<file path="config.mk">
export PLATFORM = sky130hd
export DESIGN_NAME = rgb_window_color_histogram_flat
export DESIGN_NICKNAME = d
export VERILOG_FILES = /design/src/rtl/core/rgbh_pkg.sv /design/src/rtl/core/rgbh_if.sv /design/src/rtl/core/rgbh_lane.sv /design/src/rtl/core/rgbh_drain.sv /design/src/rtl/core/rgb_window_color_histogram.sv /design/src/flat_wrapper.sv
export VERILOG_INCLUDE_DIRS = /design/src /design/src/rtl/core
export SDC_FILE = /design/constraint.sdc
export NUM_CORES = 1
export LEC_CHECK = 0
export BUFFER_PORTS_ARGS = -buffer_cell sky130_fd_sc_hd__buf_2
export CAP_MARGIN = 30
export CORE_ASPECT_RATIO = 1.2
export CORE_UTILIZATION = 30
export CTS_CLUSTER_DIAMETER = 120
export DETAILED_ROUTE_END_ITERATION = 8
export PLACE_DENSITY = 0.53
export SLEW_MARGIN = 0
export SYNTH_ARGS = -nofsm -noshare
export SYNTH_HDL_FRONTEND = slang
export SYNTH_SLANG_ARGS = --single-unit
</file>
<file path="constraint.sdc">
create_clock -name clk -period 14.4 [get_ports clk]
set_clock_uncertainty 0.2 [all_clocks]
set_input_delay 3.6 -clock clk [delete_from_list [all_inputs] [get_ports clk]]
set_output_delay 3.6 -clock clk [all_outputs]
set_load 0.02 [all_outputs]
</file>
<file path="src/rtl/core/assert_macros.svh">
// Assertion macros used by the top level of the histogram block.
`ifndef ASSERT_MACROS_SVH
`define ASSERT_MACROS_SVH
`ifndef SYNTHESIS
// Check that a condition implies another in the same cycle.
`define ASSERT_SAME(label, clk, rst, a, b) \
  label: assert property (@(posedge clk) disable iff (rst) (a) |-> (b)) \
    else $error("assertion failed");
// Check that a condition implies another in the next cycle.
`define ASSERT_NEXT(label, clk, rst, a, b) \
  label: assert property (@(posedge clk) disable iff (rst) (a) |=> (b)) \
    else $error("assertion failed");
`else
`define ASSERT_SAME(label, clk, rst, a, b)
`define ASSERT_NEXT(label, clk, rst, a, b)
`endif
`endif

</file>
<file path="src/rtl/core/rgbh_pkg.sv">
// Types, constants and the bin select function of the color histogram.
`timescale 1ns / 1ps
`default_nettype none
package rgbh_pkg;
  localparam int ChanCount    = 3;
  localparam int BinCount     = 12;
  localparam int TotalBins    = ChanCount * BinCount;
  localparam int CountW       = 10;
  localparam int WindowPixels = 512;
  localparam int CountMax     = (1 << CountW) - 1;
  localparam int CountCapInt  = (WindowPixels < CountMax) ? WindowPixels : CountMax;

  typedef logic [7:0]        byte_t;
  typedef logic [1:0]        chan_t;
  typedef logic [3:0]        bin_t;
  typedef logic [CountW-1:0] count_t;

  localparam count_t CountCap = count_t'(CountCapInt);
  localparam chan_t  LastChan = chan_t'(ChanCount - 1);
  localparam bin_t   LastBin  = bin_t'(BinCount - 1);

  // Lower edge of each bin.
  localparam byte_t BinFloor [BinCount] = '{
    8'd0, 8'd21, 8'd42, 8'd64, 8'd85, 8'd106,
    8'd128, 8'd149, 8'd170, 8'd192, 8'd213, 8'd234
  };

  // Status of the drain stage seen by the top level.
  typedef struct packed {
    logic busy;
    logic final_beat;
  } drain_stat_t;

  // Highest bin whose lower edge does not exceed the byte.
  function automatic bin_t pick_bin(input byte_t v);
    bin_t b;
    b = '0;
    for (int k = 1; k < BinCount; k++) begin
      if (v >= BinFloor[k]) b = bin_t'(k);
    end
    return b;
  endfunction
endpackage
`default_nettype wire

</file>
<file path="src/rtl/core/rgbh_if.sv">
// Stream interfaces: pixel input and histogram count output.
`timescale 1ns / 1ps
`default_nettype none
interface rgbh_pix_if;
  logic        valid;
  logic        ready;
  logic [7:0]  red;
  logic [7:0]  green;
  logic [7:0]  blue;
  logic        last_pixel;
  modport source (output valid, red, green, blue, last_pixel, input ready);
  modport sink   (input valid, red, green, blue, last_pixel, output ready);
endinterface

interface rgbh_hist_if;
  logic        valid;
  logic        ready;
  logic [1:0]  channel;
  logic [3:0]  bin;
  logic [9:0]  count;
  logic        last_result;
  modport source (output valid, channel, bin, count, last_result, input ready);
  modport sink   (input valid, channel, bin, count, last_result, output ready);
endinterface
`default_nettype wire

</file>
<file path="src/rtl/core/rgbh_lane.sv">
// One channel lane: bin select and twelve saturating counters.
`timescale 1ns / 1ps
`default_nettype none
module rgbh_lane (
  input  wire logic            clk,
  input  wire logic            rst,
  input  wire logic            take,
  input  wire logic            clear,
  input  wire rgbh_pkg::byte_t value,
  output rgbh_pkg::count_t     counts_next [rgbh_pkg::BinCount]
);
  import rgbh_pkg::*;

  count_t counters [BinCount];
  bin_t   sel;

  assign sel = pick_bin(value);

  // Add this pixel to its bin, holding at the cap.
  always_comb begin
    for (int b = 0; b < BinCount; b++) begin
      if (take && (sel == bin_t'(b)) && (counters[b] < CountCap)) begin
        counts_next[b] = counters[b] + count_t'(1);
      end else begin
        counts_next[b] = counters[b];
      end
    end
  end

  // Advance the counters; clear them once the window is handed off.
  always_ff @(posedge clk) begin
    for (int b = 0; b < BinCount; b++) begin
      if (rst || clear) begin
        counters[b] <= '0;
      end else begin
        counters[b] <= counts_next[b];
      end
    end
  end
endmodule
`default_nettype wire

</file>
<file path="src/rtl/core/rgbh_drain.sv">
// Merge stage: snapshot of all lane counts, shifted out one per transfer.
`timescale 1ns / 1ps
`default_nettype none
module rgbh_drain (
  input  wire logic             clk,
  input  wire logic             rst,
  input  wire logic             load,
  input  wire rgbh_pkg::count_t load_counts [rgbh_pkg::TotalBins],
  output rgbh_pkg::drain_stat_t stat,
  rgbh_hist_if.source           hist
);
  import rgbh_pkg::*;

  count_t shadow [TotalBins];
  logic   busy;
  chan_t  chan;
  bin_t   bin_idx;
  logic   xfer;
  logic   final_beat;

  assign final_beat = (chan == LastChan) && (bin_idx == LastBin);
  assign xfer       = hist.valid && hist.ready;

  assign hist.valid       = busy;
  assign hist.channel     = chan;
  assign hist.bin         = bin_idx;
  assign hist.count       = shadow[0];
  assign hist.last_result = final_beat;

  assign stat.busy       = busy;
  assign stat.final_beat = final_beat;

  // Track the drain sequence.
  always_ff @(posedge clk) begin
    if (rst) begin
      busy    <= 1'b0;
      chan    <= '0;
      bin_idx <= '0;
    end else if (load) begin
      busy    <= 1'b1;
      chan    <= '0;
      bin_idx <= '0;
    end else if (xfer) begin
      if (final_beat) busy <= 1'b0;
      if (bin_idx == LastBin) begin
        bin_idx <= '0;
        chan    <= chan + chan_t'(1);
      end else begin
        bin_idx <= bin_idx + bin_t'(1);
      end
    end
  end

  // Load the snapshot or shift it by one count.
  always_ff @(posedge clk) begin
    if (load) begin
      for (int i = 0; i < TotalBins; i++) shadow[i] <= load_counts[i];
    end else if (xfer) begin
      for (int i = 0; i < TotalBins - 1; i++) shadow[i] <= shadow[i+1];
      shadow[TotalBins-1] <= '0;
    end
  end
endmodule
`default_nettype wire

</file>
<file path="src/rtl/core/rgb_window_color_histogram.sv">
// Per-channel 12-bin color histogram of a pixel window, top level.
//
// Takes one RGB pixel per clock. Three lanes, one per channel, bin their
// byte and bump a saturating counter (cap 512). A pixel marked last of the
// window is counted, then all 36 counts are copied into a drain register in
// the same cycle and the lanes restart from zero, so the next window streams
// in without a gap. The drain sends 36 counts, channel 0 bins 0..11 first,
// one per output transfer, flagging the final one. A last pixel is held off
// (ready low) while the previous window's 36 counts are still draining,
// including the cycle of the final count transfer. With the receiver always
// ready, the next last pixel is therefore taken only once all counts of the
// previous window are sent, and no count is output while it is taken.
`timescale 1ns / 1ps
`default_nettype none
`include "assert_macros.svh"
module rgb_window_color_histogram (
  input  wire logic    clk,
  input  wire logic    rst,
  rgbh_pix_if.sink     pix,
  rgbh_hist_if.source  hist
);
  import rgbh_pkg::*;

  logic        take;
  logic        load;
  drain_stat_t stat;
  byte_t       lane_byte   [ChanCount];
  count_t      lane_counts [ChanCount][BinCount];
  count_t      all_counts  [TotalBins];

  // Stall a last pixel only while the drain register is occupied.
  assign pix.ready = !(stat.busy && pix.last_pixel);
  assign take      = pix.valid && pix.ready;
  assign load      = take && pix.last_pixel;

  assign lane_byte[0] = pix.red;
  assign lane_byte[1] = pix.green;
  assign lane_byte[2] = pix.blue;

  for (genvar c = 0; c < ChanCount; c++) begin : g_lane
    rgbh_lane u_lane (
      .clk         (clk),
      .rst         (rst),
      .take        (take),
      .clear       (load),
      .value       (lane_byte[c]),
      .counts_next (lane_counts[c])
    );
    for (genvar b = 0; b < BinCount; b++) begin : g_bin
      assign all_counts[c*BinCount + b] = lane_counts[c][b];
    end
  end

  rgbh_drain u_drain (
    .clk         (clk),
    .rst         (rst),
    .load        (load),
    .load_counts (all_counts),
    .stat        (stat),
    .hist        (hist)
  );

  `ASSERT_NEXT(a_load_starts_drain, clk, rst, load,
               hist.valid && hist.channel == '0 && hist.bin == '0)
  `ASSERT_SAME(a_last_at_end, clk, rst, hist.valid && hist.last_result,
               hist.channel == LastChan && hist.bin == LastBin)
  `ASSERT_SAME(a_count_capped, clk, rst, hist.valid, hist.count <= CountCap)
  `ASSERT_SAME(a_stall_only_busy, clk, rst, !pix.ready, stat.busy && hist.valid)
  `ASSERT_NEXT(a_final_frees, clk, rst,
               hist.valid && hist.ready && stat.final_beat && !load, !stat.busy)
endmodule
`default_nettype wire

</file>
<file path="src/flat_wrapper.sv">
// flat-port wrapper written by rule: the top's interface ports become plain ports
module rgb_window_color_histogram_flat import rgbh_pkg::*;
  (clk, rst, pix_valid, pix_red, pix_green, pix_blue, pix_last_pixel, pix_ready, hist_valid, hist_channel, hist_bin, hist_count, hist_last_result, hist_ready);
  rgbh_pix_if pix_i ();
  rgbh_hist_if hist_i ();
  input  wire logic clk;
  input  wire logic rst;
  input wire logic [$bits(pix_i.valid)-1:0] pix_valid;
  input wire logic [$bits(pix_i.red)-1:0] pix_red;
  input wire logic [$bits(pix_i.green)-1:0] pix_green;
  input wire logic [$bits(pix_i.blue)-1:0] pix_blue;
  input wire logic [$bits(pix_i.last_pixel)-1:0] pix_last_pixel;
  output wire logic [$bits(pix_i.ready)-1:0] pix_ready;
  output wire logic [$bits(hist_i.valid)-1:0] hist_valid;
  output wire logic [$bits(hist_i.channel)-1:0] hist_channel;
  output wire logic [$bits(hist_i.bin)-1:0] hist_bin;
  output wire logic [$bits(hist_i.count)-1:0] hist_count;
  output wire logic [$bits(hist_i.last_result)-1:0] hist_last_result;
  input wire logic [$bits(hist_i.ready)-1:0] hist_ready;
  assign pix_i.valid = pix_valid;
  assign pix_i.red = pix_red;
  assign pix_i.green = pix_green;
  assign pix_i.blue = pix_blue;
  assign pix_i.last_pixel = pix_last_pixel;
  assign pix_ready = pix_i.ready;
  assign hist_valid = hist_i.valid;
  assign hist_channel = hist_i.channel;
  assign hist_bin = hist_i.bin;
  assign hist_count = hist_i.count;
  assign hist_last_result = hist_i.last_result;
  assign hist_i.ready = hist_ready;
  rgb_window_color_histogram u_core (.clk(clk), .rst(rst), .pix(pix_i), .hist(hist_i));
endmodule
</file>
### Yosys cells after proc, flatten, opt, wreduce, memory -nomap -nowiden

Memory sizes are Yosys's and may differ from the RTL's.
Index checks and enable logic that the tools add are counted.

* register bits after elaboration: 7
* RAM bits: 720
* bits of input ports: 29
* word-level logic and storage cells: 461
* memories kept: 4

Memory list
* u_core.u_drain.shadow: depth 36, width 10, rd ports 36, clocked after memory_dff 0, wr ports 36, line rgbh_drain.sv:14 `count_t shadow [TotalBins];`
* u_core.g_lane[0].u_lane.counters: depth 12, width 10, rd ports 12, clocked after memory_dff 0, wr ports 12, line rgbh_lane.sv:14 `count_t counters [BinCount];`
* u_core.g_lane[1].u_lane.counters: depth 12, width 10, rd ports 12, clocked after memory_dff 0, wr ports 12, line rgbh_lane.sv:14
* u_core.g_lane[2].u_lane.counters: depth 12, width 10, rd ports 12, clocked after memory_dff 0, wr ports 12, line rgbh_lane.sv:14

* add/sub/neg operators: 38
* order comparisons: 69
* eq/ne operators: 35
* muxes and demuxes: 153
* bitwise operators: 72
* reduce and logical (&&, ||, !) cells: 87

Operators with widths (count)
* 10-bit 2-to-1 mux: 108
* 10-bit by 1-bit adder with 10-bit output (second input constant): 36
* 10-bit less-than comparator (second input constant): 36
* 8-bit greater-or-equal comparator (second input constant): 18
* 4-bit 2-to-1 mux: 31
* 1-bit logical AND: 77
* 8-bit by 7-bit greater-or-equal comparator with 1-bit output (second input constant): 9
* 1-bit OR: 72
* 4-bit equality test (second input constant): 13
* 4-bit by 3-bit equality test with 1-bit output (second input constant): 12
* 4-bit by 2-bit equality test with 1-bit output (second input constant): 6
* 8-bit by 5-bit greater-or-equal comparator with 1-bit output (second input constant): 3
* 8-bit by 6-bit greater-or-equal comparator with 1-bit output (second input constant): 3
* 1-bit 2-to-1 mux: 14
* 4-bit by 1-bit equality test with 1-bit output (second input constant): 3
* 4-bit zero test: 3
* 4-bit by 1-bit adder with 4-bit output (second input constant): 1
* 2-bit AND reduction: 2
* 2-bit nonzero test: 2
* 2-bit by 1-bit adder with 2-bit output (second input constant): 1
* 2-bit equality test (second input constant): 1
* 2-bit OR reduction: 1
* 1-bit zero test: 1
* 1-bit logical OR: 1

### Longest topological paths before layout

* depth after elaboration: 17
* gate-level depth with buffers: 9
* mapped depth without buffers: 6

### Modules after synthesis

Synthesis repeated with hierarchy kept, for this count alone.

* cells, all modules: 2790
* area total of the unflattened synthesis: 33753.6 um^2

Modules (own cells, without submodules)
* rgbh_drain: times used 1, cells each 803, area each 15439.8 um^2, sequential area each 10950.5 um^2
* rgbh_lane at u_core.g_lane[0].u_lane ...: times used 2, cells each 660, area each 6094.6 um^2, sequential area each 2402.3 um^2
* rgbh_lane at u_core.g_lane[2].u_lane: times used 1, cells each 664, area each 6104.6 um^2, sequential area each 2402.3 um^2
* rgb_window_color_histogram: times used 1, cells each 3, area each 20.0 um^2, sequential area each 0.0 um^2

### Worst setup path before layout

OpenSTA, ideal clock, no wires.

* path kind: input to register
* start: input hist_ready
* end: memory u_core.u_drain.shadow[0][0] (netlist bit) (enable)
* library setup time: 2633 ps
* arrival: 10209 ps
* data required time: 11567 ps
* path slack: 1358 ps
* stages: 4
* path buffers: 2
* cells stage by stage: nand2_1 -> clkbuf_1 -> buf_1 -> nand2_1

RTL lines
* from (decl): line flat_wrapper.sv:19 `input wire logic [$bits(hist_i.ready)-1:0] hist_ready;`
* to (decl): line rgbh_drain.sv:14

### Worst setup path after layout

* start: input pix_last_pixel
* end: output pix_ready

* longest elaborated chain between the ends: 2

RTL lines
* from (decl): line flat_wrapper.sv:12 `input wire logic [$bits(pix_i.last_pixel)-1:0] pix_last_pixel;`
* 1-bit logical AND: line rgb_window_color_histogram.sv:32 `assign pix.ready = !(stat.busy && pix.last_pixel);`
* 1-bit zero test: line rgb_window_color_histogram.sv:32
* to (decl): line flat_wrapper.sv:13 `output wire logic [$bits(pix_i.ready)-1:0] pix_ready;`

No other way between the ends.

==> metrics.md <==
| Metric | Value |
|---|---|
| Postcts setup bufs | 0 |
| Clock sinks | 727 |
| Pleak | 12.4 nW |
| FF-to-FF path depth | 5 |
| Top-area cell type share of the netlist area | 0.344 |
| Pwr dens | around 130 mW/mm^2 |
| Post-synthesis sequential area ratio | 0.577 |
| Port-buffer cells | 47 |
| CTS H-Tree Depth | 3 |
| Number of global-route vias before repair | 21,800 |
| Cts repair resizes | 0 |
| Remaining DRCs | 0 |
| Antenna violations before repair | 1 |
| CTS tree | yes |
| R2R Path Start | u_core.u_drain.hist.valid$_SDFFE_PP0P_ |
| Crit path capture type | output pin |
| Async set-reset flop share out of synthesis | 0 |
| Maximum vdd drop | 0.0910 mV |
| Die H | 357 um |
| Met2 WL | 36.1 mm |
| Crit-path max cell delay | 0.19 ns |
| Worst hold slack | 0.277 ns |
| CP Launch Point | pix_last_pixel |
| Syn-to-layout area delta | 13.8% |
| Number of cells on the critical path | 3 |
| Status | completed |
| Top routing layer in use | met4 |
| CP max stage cell | buf_2 |
| Final #Nets | about 3,200 |
| Detail Route Antenna Nets | 0 |
| WP data arrival | ~4 ns |
| Crit-path most repeated cell | buf_2 |
| CP Cell Sequence | buf_2 -> nand2_1 -> buf_2 |
| Critical Path RT | 10.60 ns |
| Largest net degree at the start of global routing | 238 |
| Core Region | 0.103 mm^2 |
| Layout cells sized above 1 | 0.0721 |
| Final Hold Fails | 0 |
| Mapped Cells | 3,143 |
| Setup TNS | 0 ns |
| Post-synth cell types | 63 |
| WL final | 73.2 mm |
| Cell family with most CP delay | buffers and inverters |
| Via count | ~22,000 |
| I/O pin total | between 40 and 50 |
| Number of cell rows | 129 |
| Final Wtd Congestion | 0.758 |
| Critical Path End | pix_ready |
| Area contributors post-synth | edfxtp_1 (34%), dfxtp_1 (23%), nor2_1 (9.2%) |
| Total congestion overflow | 0 |
| Min cycle time layout | a little under 8 ns |
| Hold_buf cts | 0 |
| Post-synthesis cell area | 0.0314 mm^2 |
| Top_reg_cell synth | dfxtp_1 |
| Worst Setup Path Type | input port to output pin |
| Slew headroom | 0.101 |
| TritonRoute pass-1 iters | 5 |
| Max-slew violations | 0 |
| Synth area leader | edfxtp_1 |
| Post-synth EDFFs | 360 |
| RR Endpoint | u_core.g_lane[1].u_lane.counters[1][12]$_SDFF_PP0_ |
| Starting density of the core | 0.304 |
| Post-Syn Nets | 3,210 |
| Die X | approximately 300 um |
| Starting DRT DRC Count | 1,238 |
| Skew-Pair Late Insertion Delay | between 0.6 and 0.7 ns |
| Post-synthesis register bit count | between 700 and 800 |
| Startpoint types | input port |
| Final worst-path cycle share | 0.540 |
| Root Buffer Master | clkbuf_16 |
| Via density | 4.86 |
| Final Setup Violations | 0 |
| All-Layer GR Usage | 0.136 |
| Max-cap violations | 0 |
| Worst min-delay path class | flip-flop to flip-flop |
| R2r setup slk | 10.40 ns |
| Met3 wire len | 2.65 mm |
| Ys Warns | 0 |
| Crit-path max FO | 4 |
| Worst Path Buf+Inv | 2 |
| Num CTS Buffers | 81 |
| HPWL after DPL | 45.8 mm |
| First-pass GRT wire length | 117 mm |
| Longest Clk Path Bufs | 3 |
| Post-synthesis area per instance | 10.0 um^2 |
| Die area | 0.106 mm^2 |
| WL met1 | 32.6 mm |
| Antenna diodes | 0 |
| Clk slew on worst S/H paths | 0.06 ns |
| DR WL/cell | 16.1 um |
| FMAX | 129 MHz |
| Worst slew pin tran | approximately 1.3 ns |
| Unrepaired setup endpoints after global routing | false |
-- cell families after synthesis --
| logic type | count (synthesis) | synth area share |
|---|---|---|
| buffers and inverters | 204 | 0.0272 |
| flip-flops | 727 | 0.577 |
| AND/OR/NAND/NOR | 1388 | 0.204 |
| AO/OA/AOI/OAI | 461 | 0.0846 |
| XOR/XNOR | 288 | 0.0802 |
| multiplexers | 37 | 0.0118 |
| adder cells (fa/ha/maj) | 38 | 0.0151 |
-- how the worst min path moves through the flow --
stage | start | endpoint | slack (ns) | cells after the start
floorplan | u_core.g_lane[2].u_lane.counters[2][39]$_SDFF_PP0_ | u_core.g_lane[2].u_lane.counters[2][39]$_SDFF_PP0_ | 0.24 | 2
global placement | u_core.g_lane[1].u_lane.counters[5][19]$_SDFF_PP0_ | u_core.g_lane[1].u_lane.counters[5][19]$_SDFF_PP0_ | 0.25 | 2
detailed placement | u_core.g_lane[1].u_lane.counters[5][19]$_SDFF_PP0_ | u_core.g_lane[1].u_lane.counters[5][19]$_SDFF_PP0_ | 0.26 | 2
CTS | u_core.g_lane[1].u_lane.counters[5][19]$_SDFF_PP0_ | u_core.g_lane[1].u_lane.counters[5][19]$_SDFF_PP0_ | 0.28 | 2
global route | u_core.g_lane[1].u_lane.counters[5][9]$_SDFF_PP0_ | u_core.g_lane[1].u_lane.counters[5][9]$_SDFF_PP0_ | 0.31 | 2
finish | u_core.g_lane[1].u_lane.counters[5][19]$_SDFF_PP0_ | u_core.g_lane[1].u_lane.counters[5][19]$_SDFF_PP0_ | 0.28 | 2
-- routing by layer --
| metal | global-route usage | up-vias |
|---|---|---|
| met5 | 0 | - |
| met4 | 0.0469 | 0 |
| met3 | 0.0217 | 122 |
| met2 | 0.237 | 358 |
| met1 | 0.169 | 10700 |
| li1 | - | 11000 |
-- area by class of cell --
cell class,count,area (um^2)
Clock buffer,116,2350
Clock inverter,36,435
Fill cell,10500,67700
Inverter,28,105
Multi-Input combinational cell,2212,12500
Sequential cell,727,18200
Tap cell,1375,1720
Timing Repair Buffer,69,523
-- tightest hold or removal path: cells and delay by family (launching register included) --
| family | cells | cell delay (ns) |
|---|---|---|
| DFF | 1 | 0.30 |
| AOI/OAI and AO/OA | 1 | 0.06 |
| buffers and inverters | 1 | 0.06 |
-- cells in the mapped netlist, types with 36 or more instances --
| library cell | number |
|---|---|
| nor2_1 | 772 |
| dfxtp_1 | 367 |
| a21oi_1 | 361 |
| edfxtp_1 | 360 |
| xnor2_1 | 176 |
| clkbuf_1 | 135 |
| nand3_1 | 120 |
| xor2_1 | 112 |
| nand2_1 | 105 |
| nor3_1 | 85 |
| nand4_1 | 81 |
| and3_1 | 53 |
| nor4_1 | 46 |
| ha_1 | 38 |
| mux2i_1 | 36 |
-- metrics by stage --
stage	std cells	cell area [um^2]	setup WS, ns	total power, W	utilization
2_1_floorplan	3143	31400	1.36	0.00250	-
3_3_place_gp	4408	32900	6.60	0.00255	0.318
3_5_place_dp	4409	32900	6.59	0.00256	0.318
4_1_cts	4561	35700	6.61	0.00470	0.345
5_1_grt	4563	35800	6.58	0.00481	0.346
6_report	4563	35800	6.62	0.00464	0.346
-- power breakdown --
part | total [W] | switching [W] | internal, W
logic | 0.000232 | 0.000181 | 0.0000518
clock network | 0.00213 | 0.000885 | 0.00124
registers | 0.00228 | 0.0000221 | 0.00226
total | 0.00464 | 0.00109 | 0.00355
-- state kept, by name, summed over array words and instances (netlist names) --
| register | flops |
|---|---|
| u_core.u_drain.shadow | 360 |
| u_core.u_drain.hist.channel | 2 |
| u_core.u_drain.hist.bin | 4 |
| u_core.u_drain.hist.valid | 1 |
| u_core.g_lane.u_lane.counters | 360 |
-- layout by cell type, fill, tap and decap left out, types with 9 or more instances in the layout --
master,n
a211oi_1,13
a21oi_1,361
a31oi_1,11
and2_1,16
and3_1,53
buf_2,47
buf_4,14
clkbuf_1,17
clkbuf_16,82
clkbuf_8,17
clkinv_2,16
dfxtp_1,367
edfxtp_1,360
ha_1,38
inv_1,28
mux2i_1,36
nand2_1,103
nand3_1,120
nand4_1,81
nand4b_1,10
nor2_1,772
nor2b_1,12
nor3_1,85
nor3b_1,17
nor4_1,46
o2111ai_1,9
o21ai_0,9
or2_2,9
or3_1,11
xnor2_1,176
xor2_1,112
Note: power is estimated with default switching activity, not from simulation.
